## config.mk

```make
export PLATFORM = sky130hd
export DESIGN_NAME = jpeg_dht_segment_parser
export DESIGN_NICKNAME = d
export VERILOG_FILES = /design/src/hdl/jdsp_pkg.sv /design/src/hdl/jpeg_dht_segment_parser.sv
export VERILOG_INCLUDE_DIRS = /design/src /design/src/hdl
export SDC_FILE = /design/constraint.sdc
export NUM_CORES = 1
export LEC_CHECK = 0
export BUFFER_PORTS_ARGS = -buffer_cell sky130_fd_sc_hd__buf_2
export CORE_MARGIN = 2
export CORE_UTILIZATION = 45
export DETAILED_ROUTE_END_ITERATION = 8
export REMOVE_ABC_BUFFERS = 1
export SYNTH_ARGS = -nofsm -noshare
export SYNTH_HDL_FRONTEND = slang
export SYNTH_SLANG_ARGS = --single-unit
export TNS_END_PERCENT = 30
```

## constraint.sdc

```tcl
create_clock -name aclk -period 19.55 [get_ports aclk]
set_clock_uncertainty 0.2 [all_clocks]
set_input_delay 2.9325 -clock aclk [delete_from_list [all_inputs] [get_ports aclk]]
set_output_delay 2.9325 -clock aclk [all_outputs]
set_load 0.01 [all_outputs]
```

## src/hdl/jpeg_dht_segment_parser_assert.svh

```systemverilog
// ----------------------------------------------------------------------------
// Assertion macros for the DHT segment parser.
// All checks are clocked on aclk and disabled while aresetn is low.
// ----------------------------------------------------------------------------
`ifndef JPEG_DHT_SEGMENT_PARSER_ASSERT_SVH
`define JPEG_DHT_SEGMENT_PARSER_ASSERT_SVH

// Antecedent holds -> consequent holds in the same cycle.
`define JDSP_ASSERT_IMP(lbl, ante, cons, msg) \
    lbl: assert property (@(posedge aclk) disable iff (!aresetn) (ante) |-> (cons)) \
        else $error(msg);

// Antecedent holds -> consequent holds in the next cycle.
`define JDSP_ASSERT_NEXT(lbl, ante, cons, msg) \
    lbl: assert property (@(posedge aclk) disable iff (!aresetn) (ante) |=> (cons)) \
        else $error(msg);

`endif

```

## src/hdl/jdsp_pkg.sv

```systemverilog
`timescale 1ns / 1ps
// ----------------------------------------------------------------------------
// jdsp_pkg
// Types and constants for the JPEG DHT segment parser.
// ----------------------------------------------------------------------------
package jdsp_pkg;

    typedef enum logic [2:0] {
        PH_IDLE   = 3'd0,
        PH_MARK2  = 3'd1,
        PH_LENHI  = 3'd2,
        PH_LENLO  = 3'd3,
        PH_CLSID  = 3'd4,
        PH_COUNTS = 3'd5,
        PH_VALUES = 3'd6
    } phase_t;

    localparam logic [2:0] KIND_COUNT  = 3'd0;
    localparam logic [2:0] KIND_SYMBOL = 3'd1;
    localparam logic [2:0] KIND_COMMIT = 3'd2;
    localparam logic [2:0] KIND_OK     = 3'd3;
    localparam logic [2:0] KIND_ERROR  = 3'd4;

    // Results one byte can cause at most.
    localparam int MAX_RESULTS = 3;
    // Result queue depth and index width.
    localparam int QUEUE_DEPTH = 4;
    localparam int QPTR_W      = 2;
    localparam int QCNT_W      = 3;

    typedef struct packed {
        logic [7:0] seg_byte;
        logic       seg_first;
    } seg_in_t;

    typedef struct packed {
        logic [2:0] out_kind;
        logic       tbl_class;
        logic [1:0] tbl_id;
        logic [7:0] slot;
        logic [7:0] wr_value;
        logic       run_last;
    } seg_out_t;

    function automatic seg_out_t make_result(logic [2:0] kind, logic cls,
                                             logic [7:0] id, logic [7:0] slot,
                                             logic [7:0] val);
        seg_out_t r;
        r.out_kind  = kind;
        r.tbl_class = cls;
        r.tbl_id    = id[1:0];
        r.slot      = slot;
        r.wr_value  = val;
        r.run_last  = 1'b0;
        return r;
    endfunction

endpackage

```

## src/hdl/jpeg_dht_segment_parser.sv

```systemverilog
`timescale 1ns / 1ps
// ----------------------------------------------------------------------------
// jpeg_dht_segment_parser
// Parses a JPEG DHT segment byte stream into count, symbol, commit and status
// result beats.
// ----------------------------------------------------------------------------
// Usage:
//   s_ channel: one segment byte per beat, s_data.seg_first marks the first
//   marker byte of a segment. m_ channel: result beats (count write, symbol
//   write, table commit, segment ok, error); run_last flags the last result
//   caused by one input byte.
//   Each accepted byte updates the parser state in the accept cycle and
//   pushes 0 to 3 results into a 4-entry result queue; a result is offered on
//   m_ from the queue once the results ahead of it have been taken.
//   Throughput: one byte per cycle while each byte yields at most one result
//   and m_ready is high. s_ready needs 3 free queue entries, so a byte that
//   yields 2 or 3 results (the end of a table) holds the input until the
//   queue drains; it drains one result per cycle while m_ready is high.
//   Reset (aresetn low, synchronous) empties the queue and puts the parser in
//   idle, where bytes are dropped until a seg_first byte arrives.
//   When m_ready is held low the queue fills and s_ready drops; no result is
//   lost and the offered beat holds.
// ----------------------------------------------------------------------------
module jpeg_dht_segment_parser #(
    parameter int TABLE_LIMIT = 4
) (
    input  logic              aclk,
    input  logic              aresetn,
    input  logic              s_valid,
    output logic              s_ready,
    input  jdsp_pkg::seg_in_t s_data,
    output logic              m_valid,
    input  logic              m_ready,
    output jdsp_pkg::seg_out_t m_data
);

    // Parser state
    jdsp_pkg::phase_t phase_reg, phase_next;
    logic [3:0]  phase_pos_reg, phase_pos_next;
    logic [15:0] bytes_left_reg, bytes_left_next;
    logic        cur_class_reg, cur_class_next;
    logic [7:0]  cur_id_reg, cur_id_next;
    logic [11:0] count_sum_reg, count_sum_next;
    logic [8:0]  values_done_reg, values_done_next;

    // Result queue
    jdsp_pkg::seg_out_t queue_mem [jdsp_pkg::QUEUE_DEPTH];
    logic [jdsp_pkg::QPTR_W-1:0] wr_ptr_reg, wr_ptr_next;
    logic [jdsp_pkg::QPTR_W-1:0] rd_ptr_reg, rd_ptr_next;
    logic [jdsp_pkg::QCNT_W-1:0] count_reg, count_next;

    jdsp_pkg::seg_out_t res [jdsp_pkg::MAX_RESULTS];
    logic [1:0] res_n;

    logic s_fire, m_fire;
    logic [7:0] b;

    assign b       = s_data.seg_byte;
    assign s_ready = (count_reg <= jdsp_pkg::QCNT_W'(jdsp_pkg::QUEUE_DEPTH
                                                    - jdsp_pkg::MAX_RESULTS));
    assign s_fire  = s_valid && s_ready;
    assign m_valid = (count_reg != '0);
    assign m_fire  = m_valid && m_ready;
    assign m_data  = queue_mem[rd_ptr_reg];

    // Per-byte parse step
    always_comb begin
        logic        do_end;
        logic        do_bnd;
        logic [15:0] len_v;
        logic [11:0] sum_new;
        logic [8:0]  vd_new;

        phase_next       = phase_reg;
        phase_pos_next   = phase_pos_reg;
        bytes_left_next  = bytes_left_reg;
        cur_class_next   = cur_class_reg;
        cur_id_next      = cur_id_reg;
        count_sum_next   = count_sum_reg;
        values_done_next = values_done_reg;
        do_end  = 1'b0;
        do_bnd  = 1'b0;
        len_v   = {bytes_left_reg[7:0], b};
        sum_new = count_sum_reg + {4'b0000, b};
        vd_new  = values_done_reg + 9'd1;
        res_n   = 2'd0;
        for (int i = 0; i < jdsp_pkg::MAX_RESULTS; i++) begin
            res[i] = '0;
        end

        if (s_data.seg_first) begin
            phase_next = jdsp_pkg::PH_MARK2;
        end else begin
            unique case (phase_reg)
                jdsp_pkg::PH_MARK2: begin
                    phase_next = jdsp_pkg::PH_LENHI;
                end
                jdsp_pkg::PH_LENHI: begin
                    bytes_left_next = {8'h00, b};
                    phase_next      = jdsp_pkg::PH_LENLO;
                end
                jdsp_pkg::PH_LENLO: begin
                    if (len_v < 16'd2) begin
                        res[res_n] = jdsp_pkg::make_result(jdsp_pkg::KIND_ERROR,
                                                           1'b0, 8'h00, 8'h00, 8'h00);
                        res_n      = res_n + 2'd1;
                        phase_next = jdsp_pkg::PH_IDLE;
                    end else begin
                        bytes_left_next = len_v - 16'd2;
                        do_bnd          = 1'b1;
                    end
                end
                jdsp_pkg::PH_CLSID: begin
                    cur_class_next   = b[4];
                    cur_id_next      = b & 8'hEF;
                    count_sum_next   = '0;
                    values_done_next = '0;
                    phase_pos_next   = '0;
                    bytes_left_next  = bytes_left_reg - 16'd1;
                    phase_next       = jdsp_pkg::PH_COUNTS;
                end
                jdsp_pkg::PH_COUNTS: begin
                    res[res_n] = jdsp_pkg::make_result(jdsp_pkg::KIND_COUNT,
                                                       cur_class_reg, cur_id_reg,
                                                       {4'h0, phase_pos_reg} + 8'd1, b);
                    res_n           = res_n + 2'd1;
                    count_sum_next  = sum_new;
                    bytes_left_next = bytes_left_reg - 16'd1;
                    if (phase_pos_reg == 4'd15) begin
                        phase_pos_next = '0;
                        if (sum_new > 12'd256 || {4'h0, sum_new} > bytes_left_next) begin
                            res[res_n] = jdsp_pkg::make_result(jdsp_pkg::KIND_ERROR,
                                                               1'b0, 8'h00, 8'h00, 8'h00);
                            res_n      = res_n + 2'd1;
                            phase_next = jdsp_pkg::PH_IDLE;
                        end else if (sum_new == '0) begin
                            do_end = 1'b1;
                        end else begin
                            phase_next = jdsp_pkg::PH_VALUES;
                        end
                    end else begin
                        phase_pos_next = phase_pos_reg + 4'd1;
                    end
                end
                jdsp_pkg::PH_VALUES: begin
                    res[res_n] = jdsp_pkg::make_result(jdsp_pkg::KIND_SYMBOL,
                                                       cur_class_reg, cur_id_reg,
                                                       values_done_reg[7:0], b);
                    res_n            = res_n + 2'd1;
                    values_done_next = vd_new;
                    bytes_left_next  = bytes_left_reg - 16'd1;
                    if ({3'b000, vd_new} >= count_sum_reg) begin
                        do_end = 1'b1;
                    end
                end
                default: begin
                    phase_next = jdsp_pkg::PH_IDLE;
                end
            endcase

            // Table complete: commit unless the id is out of range
            if (do_end) begin
                if (cur_id_reg >= 8'(TABLE_LIMIT)) begin
                    res[res_n] = jdsp_pkg::make_result(jdsp_pkg::KIND_ERROR,
                                                       1'b0, 8'h00, 8'h00, 8'h00);
                    res_n      = res_n + 2'd1;
                    phase_next = jdsp_pkg::PH_IDLE;
                end else begin
                    res[res_n] = jdsp_pkg::make_result(jdsp_pkg::KIND_COMMIT,
                                                       cur_class_reg, cur_id_reg,
                                                       8'h00, 8'h00);
                    res_n      = res_n + 2'd1;
                    do_bnd     = 1'b1;
                end
            end

            // Table boundary: next table, clean end, or short leftover
            if (do_bnd) begin
                if (bytes_left_next > 16'd16) begin
                    phase_next = jdsp_pkg::PH_CLSID;
                end else if (bytes_left_next == 16'd0) begin
                    res[res_n] = jdsp_pkg::make_result(jdsp_pkg::KIND_OK,
                                                       1'b0, 8'h00, 8'h00, 8'h00);
                    res_n      = res_n + 2'd1;
                    phase_next = jdsp_pkg::PH_IDLE;
                end else begin
                    res[res_n] = jdsp_pkg::make_result(jdsp_pkg::KIND_ERROR,
                                                       1'b0, 8'h00, 8'h00, 8'h00);
                    res_n      = res_n + 2'd1;
                    phase_next = jdsp_pkg::PH_IDLE;
                end
            end
        end

        // Flag the last result of this byte
        for (int i = 0; i < jdsp_pkg::MAX_RESULTS; i++) begin
            res[i].run_last = (res_n != 2'd0) && (2'(i) == res_n - 2'd1);
        end
    end

    // Queue pointers
    always_comb begin
        wr_ptr_next = wr_ptr_reg;
        rd_ptr_next = rd_ptr_reg;
        count_next  = count_reg;
        if (s_fire) begin
            wr_ptr_next = wr_ptr_reg + jdsp_pkg::QPTR_W'(res_n);
            count_next  = count_next + jdsp_pkg::QCNT_W'(res_n);
        end
        if (m_fire) begin
            rd_ptr_next = rd_ptr_reg + jdsp_pkg::QPTR_W'(1);
            count_next  = count_next - jdsp_pkg::QCNT_W'(1);
        end
    end

    always_ff @(posedge aclk) begin
        if (!aresetn) begin
            phase_reg       <= jdsp_pkg::PH_IDLE;
            phase_pos_reg   <= '0;
            bytes_left_reg  <= '0;
            cur_class_reg   <= 1'b0;
            cur_id_reg      <= '0;
            count_sum_reg   <= '0;
            values_done_reg <= '0;
            wr_ptr_reg      <= '0;
            rd_ptr_reg      <= '0;
            count_reg       <= '0;
        end else begin
            if (s_fire) begin
                phase_reg       <= phase_next;
                phase_pos_reg   <= phase_pos_next;
                bytes_left_reg  <= bytes_left_next;
                cur_class_reg   <= cur_class_next;
                cur_id_reg      <= cur_id_next;
                count_sum_reg   <= count_sum_next;
                values_done_reg <= values_done_next;
            end
            wr_ptr_reg <= wr_ptr_next;
            rd_ptr_reg <= rd_ptr_next;
            count_reg  <= count_next;
        end
    end

    // Push this byte's results into the queue
    always_ff @(posedge aclk) begin
        if (s_fire) begin
            for (int i = 0; i < jdsp_pkg::MAX_RESULTS; i++) begin
                if (2'(i) < res_n) begin
                    queue_mem[wr_ptr_reg + jdsp_pkg::QPTR_W'(i)] <= res[i];
                end
            end
        end
    end

`include "jpeg_dht_segment_parser_assert.svh"

    `JDSP_ASSERT_IMP(a_queue_room, s_fire,
        ({1'b0, count_reg} + {2'b00, res_n}) <= 4'(jdsp_pkg::QUEUE_DEPTH),
        "result queue overflow")
    `JDSP_ASSERT_IMP(a_idle_silent, s_fire && !s_data.seg_first && phase_reg == jdsp_pkg::PH_IDLE,
        res_n == 2'd0, "result produced while idle")
    `JDSP_ASSERT_NEXT(a_first_restarts, s_fire && s_data.seg_first,
        phase_reg == jdsp_pkg::PH_MARK2, "first byte did not restart parser")
    `JDSP_ASSERT_IMP(a_values_bound, phase_reg == jdsp_pkg::PH_VALUES,
        {3'b000, values_done_reg} < count_sum_reg, "symbol index past count sum")

endmodule

```

==> flow_summary_export.csv <==
group,metric,value,unit
global_routing,global_route.usage.met2,38.8,%
route,routed-via-count,8424,
clock_network,postCtsSetupRepairBufs,0,
pwr,power_per_cell_area,88.5,nW/um^2
synth,synth-compound-area-share,16.7,%
layout,syn_to_final_growth,9.67,%
clock_network,clk-insertion-delay-late,440,ps
layout,regArea,3980,um^2
layout,final_cell_count_no_fill,1380,
global_routing,grtUsageMet3,3.70,%
clock_network,tritoncts_num_sinks,153,
place,dp_worst_setup_slack,9320,ps
critical_path,critical_path.n_buffers_inverters,4,
pwr,power.static_leakage,4.19,nW
layout,fillers,2156,
clock_network,cts.path.max_buffers,2,
run_status,status,"finished, final reports clean",
sta,hold_violations,0,
critical_path,largest_stage_delay_on_the_critical_path,460,ps
floorplan,initial_utilization,45.7,%
layout,antenna_cells,0,
sta,finalCriticalPeriod,9870,ps
floorplan,fp.dieH,155,um
synth,largest_family_of_logic_cells_by_synthesized_area,"simple AND/OR/NAND/NOR gates",
critical_path,worstSetupEndpointType,"flop",
pwr,clock_share_of_power,34.8,%
synth,async_reset_ff_share,0,%
clock_network,post_cts_resized,0,
route,detail_route.first_pass.iterations,5,
critical_path,master_of_the_slowest_instance_on_the_critical_path,"sky130_fd_sc_hd__o21ai_4",
synth,synth-seq-area-share,38.6,%
critical_path,worst_path_dominant_cell_family,"compound AO/OA/AOI/OAI gates",
critical_path,critical_path_required,19480,ps
layout,largest_register_ff_count,92,
synth,postSynthAreaPerCell,9.56,um^2
critical_path,worst-path-max-fanout,17,
global_routing,top_usage_layer,"met2",
global_routing,use_met1,31.9,%
synth,synthXorXnorAreaFrac,3.43,%
sta,fin_crit_sh,50.5,%
layout,layout-drive-gt1-share,15.3,%
place,place.detailed.hpwl,19.5,mm
global_routing,gr-total-overflow,0,
critical_path,path_class,"in -> reg",
route,drt_iter0_markers,735,
sta,worst-slew-pin-transition,1160,ps
route,detail_routed_net_length_per_standard_cell,20.1,um
route,postRouteAntennaNets,0,
global_routing,wire_length_of_the_first_global_routing_pass,44.8,mm
global_routing,grt_start_max_net_pins,58,
sta,totalNegativeSetupSlack,0,ps
synth,synth_unique_cells,94,
pwr,swShare,35.8,%
sta,grt_setup_unrepaired,"false",
min_path,worstHoldPathType,"reg -> reg",
clock_network,cts_tree,"yes",
place,replace_congestion,0.921,
place,port_buffers,37,
critical_path,critPathLaunchType,"input port",
synth,syn_inst,1080,
route,wl,27.7,mm
pwr,vdd_drop_max,0.0000530,V
pwr,total_switching_power,0.000359,W
layout,area_of_the_multi_input_gates,5960,um^2
synth,yosysWarnings,0,
clock_network,cts_h_tree_lvls,4,
run,max_cap_violations,0,
clock_network,cts_bufs_inserted,17,
pwr,total_power,0.00100,W
floorplan,die_x,155,um
synth,synth.area.mux_share,10.7,%
pwr,power.internal,0.000643,W
global_routing,antenna_found_initial,0,
clock_network,clk_pin_slew_worst_paths,70,ps
global_routing,global_route.usage.total,23.5,%
clock_network,clockRootBuffer,"sky130_fd_sc_hd__clkbuf_16",
synth,yosys_register_bits,153,
floorplan,core_region_area,22600,um^2
sta,post-route-worst-setup-slack,9680,ps
clock_network,cts_hold_buf,0,
floorplan,core.rowCount,55,
synth,post_synthesis_simple_gate_area_fraction,21.4,%
critical_path,arrival,9790,ps
pwr,power.share.sequential,37.0,%
sta,clock.fmax,101,MHz
synth,mappedNetlistArea,10300,um^2
floorplan,area_enclosed_by_the_die_boundary,24200,um^2
synth,synth_enable_flop_cells,92,
sta,report.final.slew_viol_count,0,
route,route.detailed.vias_per_inst,6.10,
synth,dominantRegCellSynth,"sky130_fd_sc_hd__edfxtp_1",
sta,slew_headroom,22.6,%
layout,layout.nets,1138,
synth,post_synth_fa_ha_maj_area_fraction,5.36,%
route,remaining_drc_errors,0,
place,place_inst,1348,
critical_path,crit_top_cell,"sky130_fd_sc_hd__ha_1",
sta,timing.final.setup_violations,0,
floorplan,top_level_i_o_count,38,
global_routing,first_global_vias,8096,
pwr,power_frac_comb,28.2,%
-- layout by cell type, fill, tap and decap left out, drive strengths merged, types with 9 or more instances in the layout --
master | Yosys | layout
xnor2 | 24 | 24
ha | 41 | 41
clkbuf | 47 | 17
o211ai | 11 | 11
a22oi | 15 | 15
a211oi | 20 | 20
nand2 | 80 | 80
nand4 | 10 | 10
mux2 | 16 | 16
buf | 20 | 50
dfxtp | 61 | 61
o21ai | 49 | 49
mux2i | 39 | 39
a21o | 11 | 11
nor3 | 29 | 29
nor2 | 168 | 168
nor4 | 16 | 16
a21oi | 50 | 50
mux4 | 23 | 23
or3 | 10 | 10
and3 | 14 | 14
nand2b | 10 | 10
nor2b | 9 | 9
xor2 | 13 | 13
inv | 29 | 37
edfxtp | 92 | 92
nand3b | 11 | 11
nand3 | 28 | 28
-- Yosys cell counts, types with 19 or more instances --
cell type	number	area, um^2
sky130_fd_sc_hd__nor2_1	162	608
sky130_fd_sc_hd__edfxtp_1	92	2760
sky130_fd_sc_hd__nand2_1	73	274
sky130_fd_sc_hd__dfxtp_1	61	1220
sky130_fd_sc_hd__a21oi_1	50	250
sky130_fd_sc_hd__clkbuf_1	47	176
sky130_fd_sc_hd__o21ai_0	46	230
sky130_fd_sc_hd__ha_1	41	513
sky130_fd_sc_hd__mux2i_1	38	380
sky130_fd_sc_hd__inv_1	28	105
sky130_fd_sc_hd__nand3_1	28	140
sky130_fd_sc_hd__nor3_1	28	140
sky130_fd_sc_hd__xnor2_1	24	210
sky130_fd_sc_hd__mux4_2	23	518
sky130_fd_sc_hd__a211oi_1	19	143
-- cells by family (layout without fill, tap and decap cells) --
kind of cell	count (synthesis)	after routing
AND/OR/NAND/NOR	432	432
AO/OA/AOI/OAI	240	240
flip-flops	153	153
buffers and inverters	96	111
multiplexers	78	78
adder cells (fa/ha/maj)	43	43
XOR/XNOR	38	38
-- cell type report --
type                    count  share of cell area [%]
clock buffers              17                    3.76
clock inverters            15                    1.82
inverters                  29                   0.961
multi-input cells         831                    52.6
flip-flops and latches    153                    35.2
well taps                 285                    3.15
repair buffers             50                    2.50
-- through the flow --
step	util, %	hold slack [ps]	area (um^2)
CTS	50.2	277	11300
global placement	47.4	262	10700
floorplan	-	249	10000
finish	50.2	275	11300
detailed placement	47.4	267	10700
global route	50.2	292	11300
-- power by group through the flow --
stage / combinational (W) / sequential (W) / clock [W]
6_report: 0.000282 / 0.000370 / 0.000349
5_1_grt: 0.000311 / 0.000373 / 0.000366
4_1_cts: 0.000280 / 0.000370 / 0.000354
3_5_place_dp: 0.000279 / 0.000377 / 0
3_3_place_gp: 0.000276 / 0.000377 / 0
2_1_floorplan: 0.000195 / 0.000378 / 0
-- tightest hold or removal path, cell delays in order (launching register included) --
cell and delay, ps:
sky130_fd_sc_hd__dfxtp_1 310, sky130_fd_sc_hd__o21ai_0 60, sky130_fd_sc_hd__a21oi_1 60
-- layer usage --
layer  share of wire [%]  wire (um)
met1                  46      12700
met2                  48      13200
met3                 4.9       1360
met4                 1.8        498
met5                   0          0
-- final timing paths --
path / to / slack [ps] / depth (start not counted) / startpoint
hold / removal: cur_id_reg[1] / 270 / 2 / cur_id_reg[1]
setup reg to reg: queue_mem[1][8] / 12010 / 21 / bytes_left_reg[0]
hold reg to reg: cur_id_reg[1] / 270 / 2 / cur_id_reg[1]
setup / recovery: queue_mem[1][8] / 9680 / 26 / s_data[1]
Note: power is estimated with default switching activity, not from simulation.
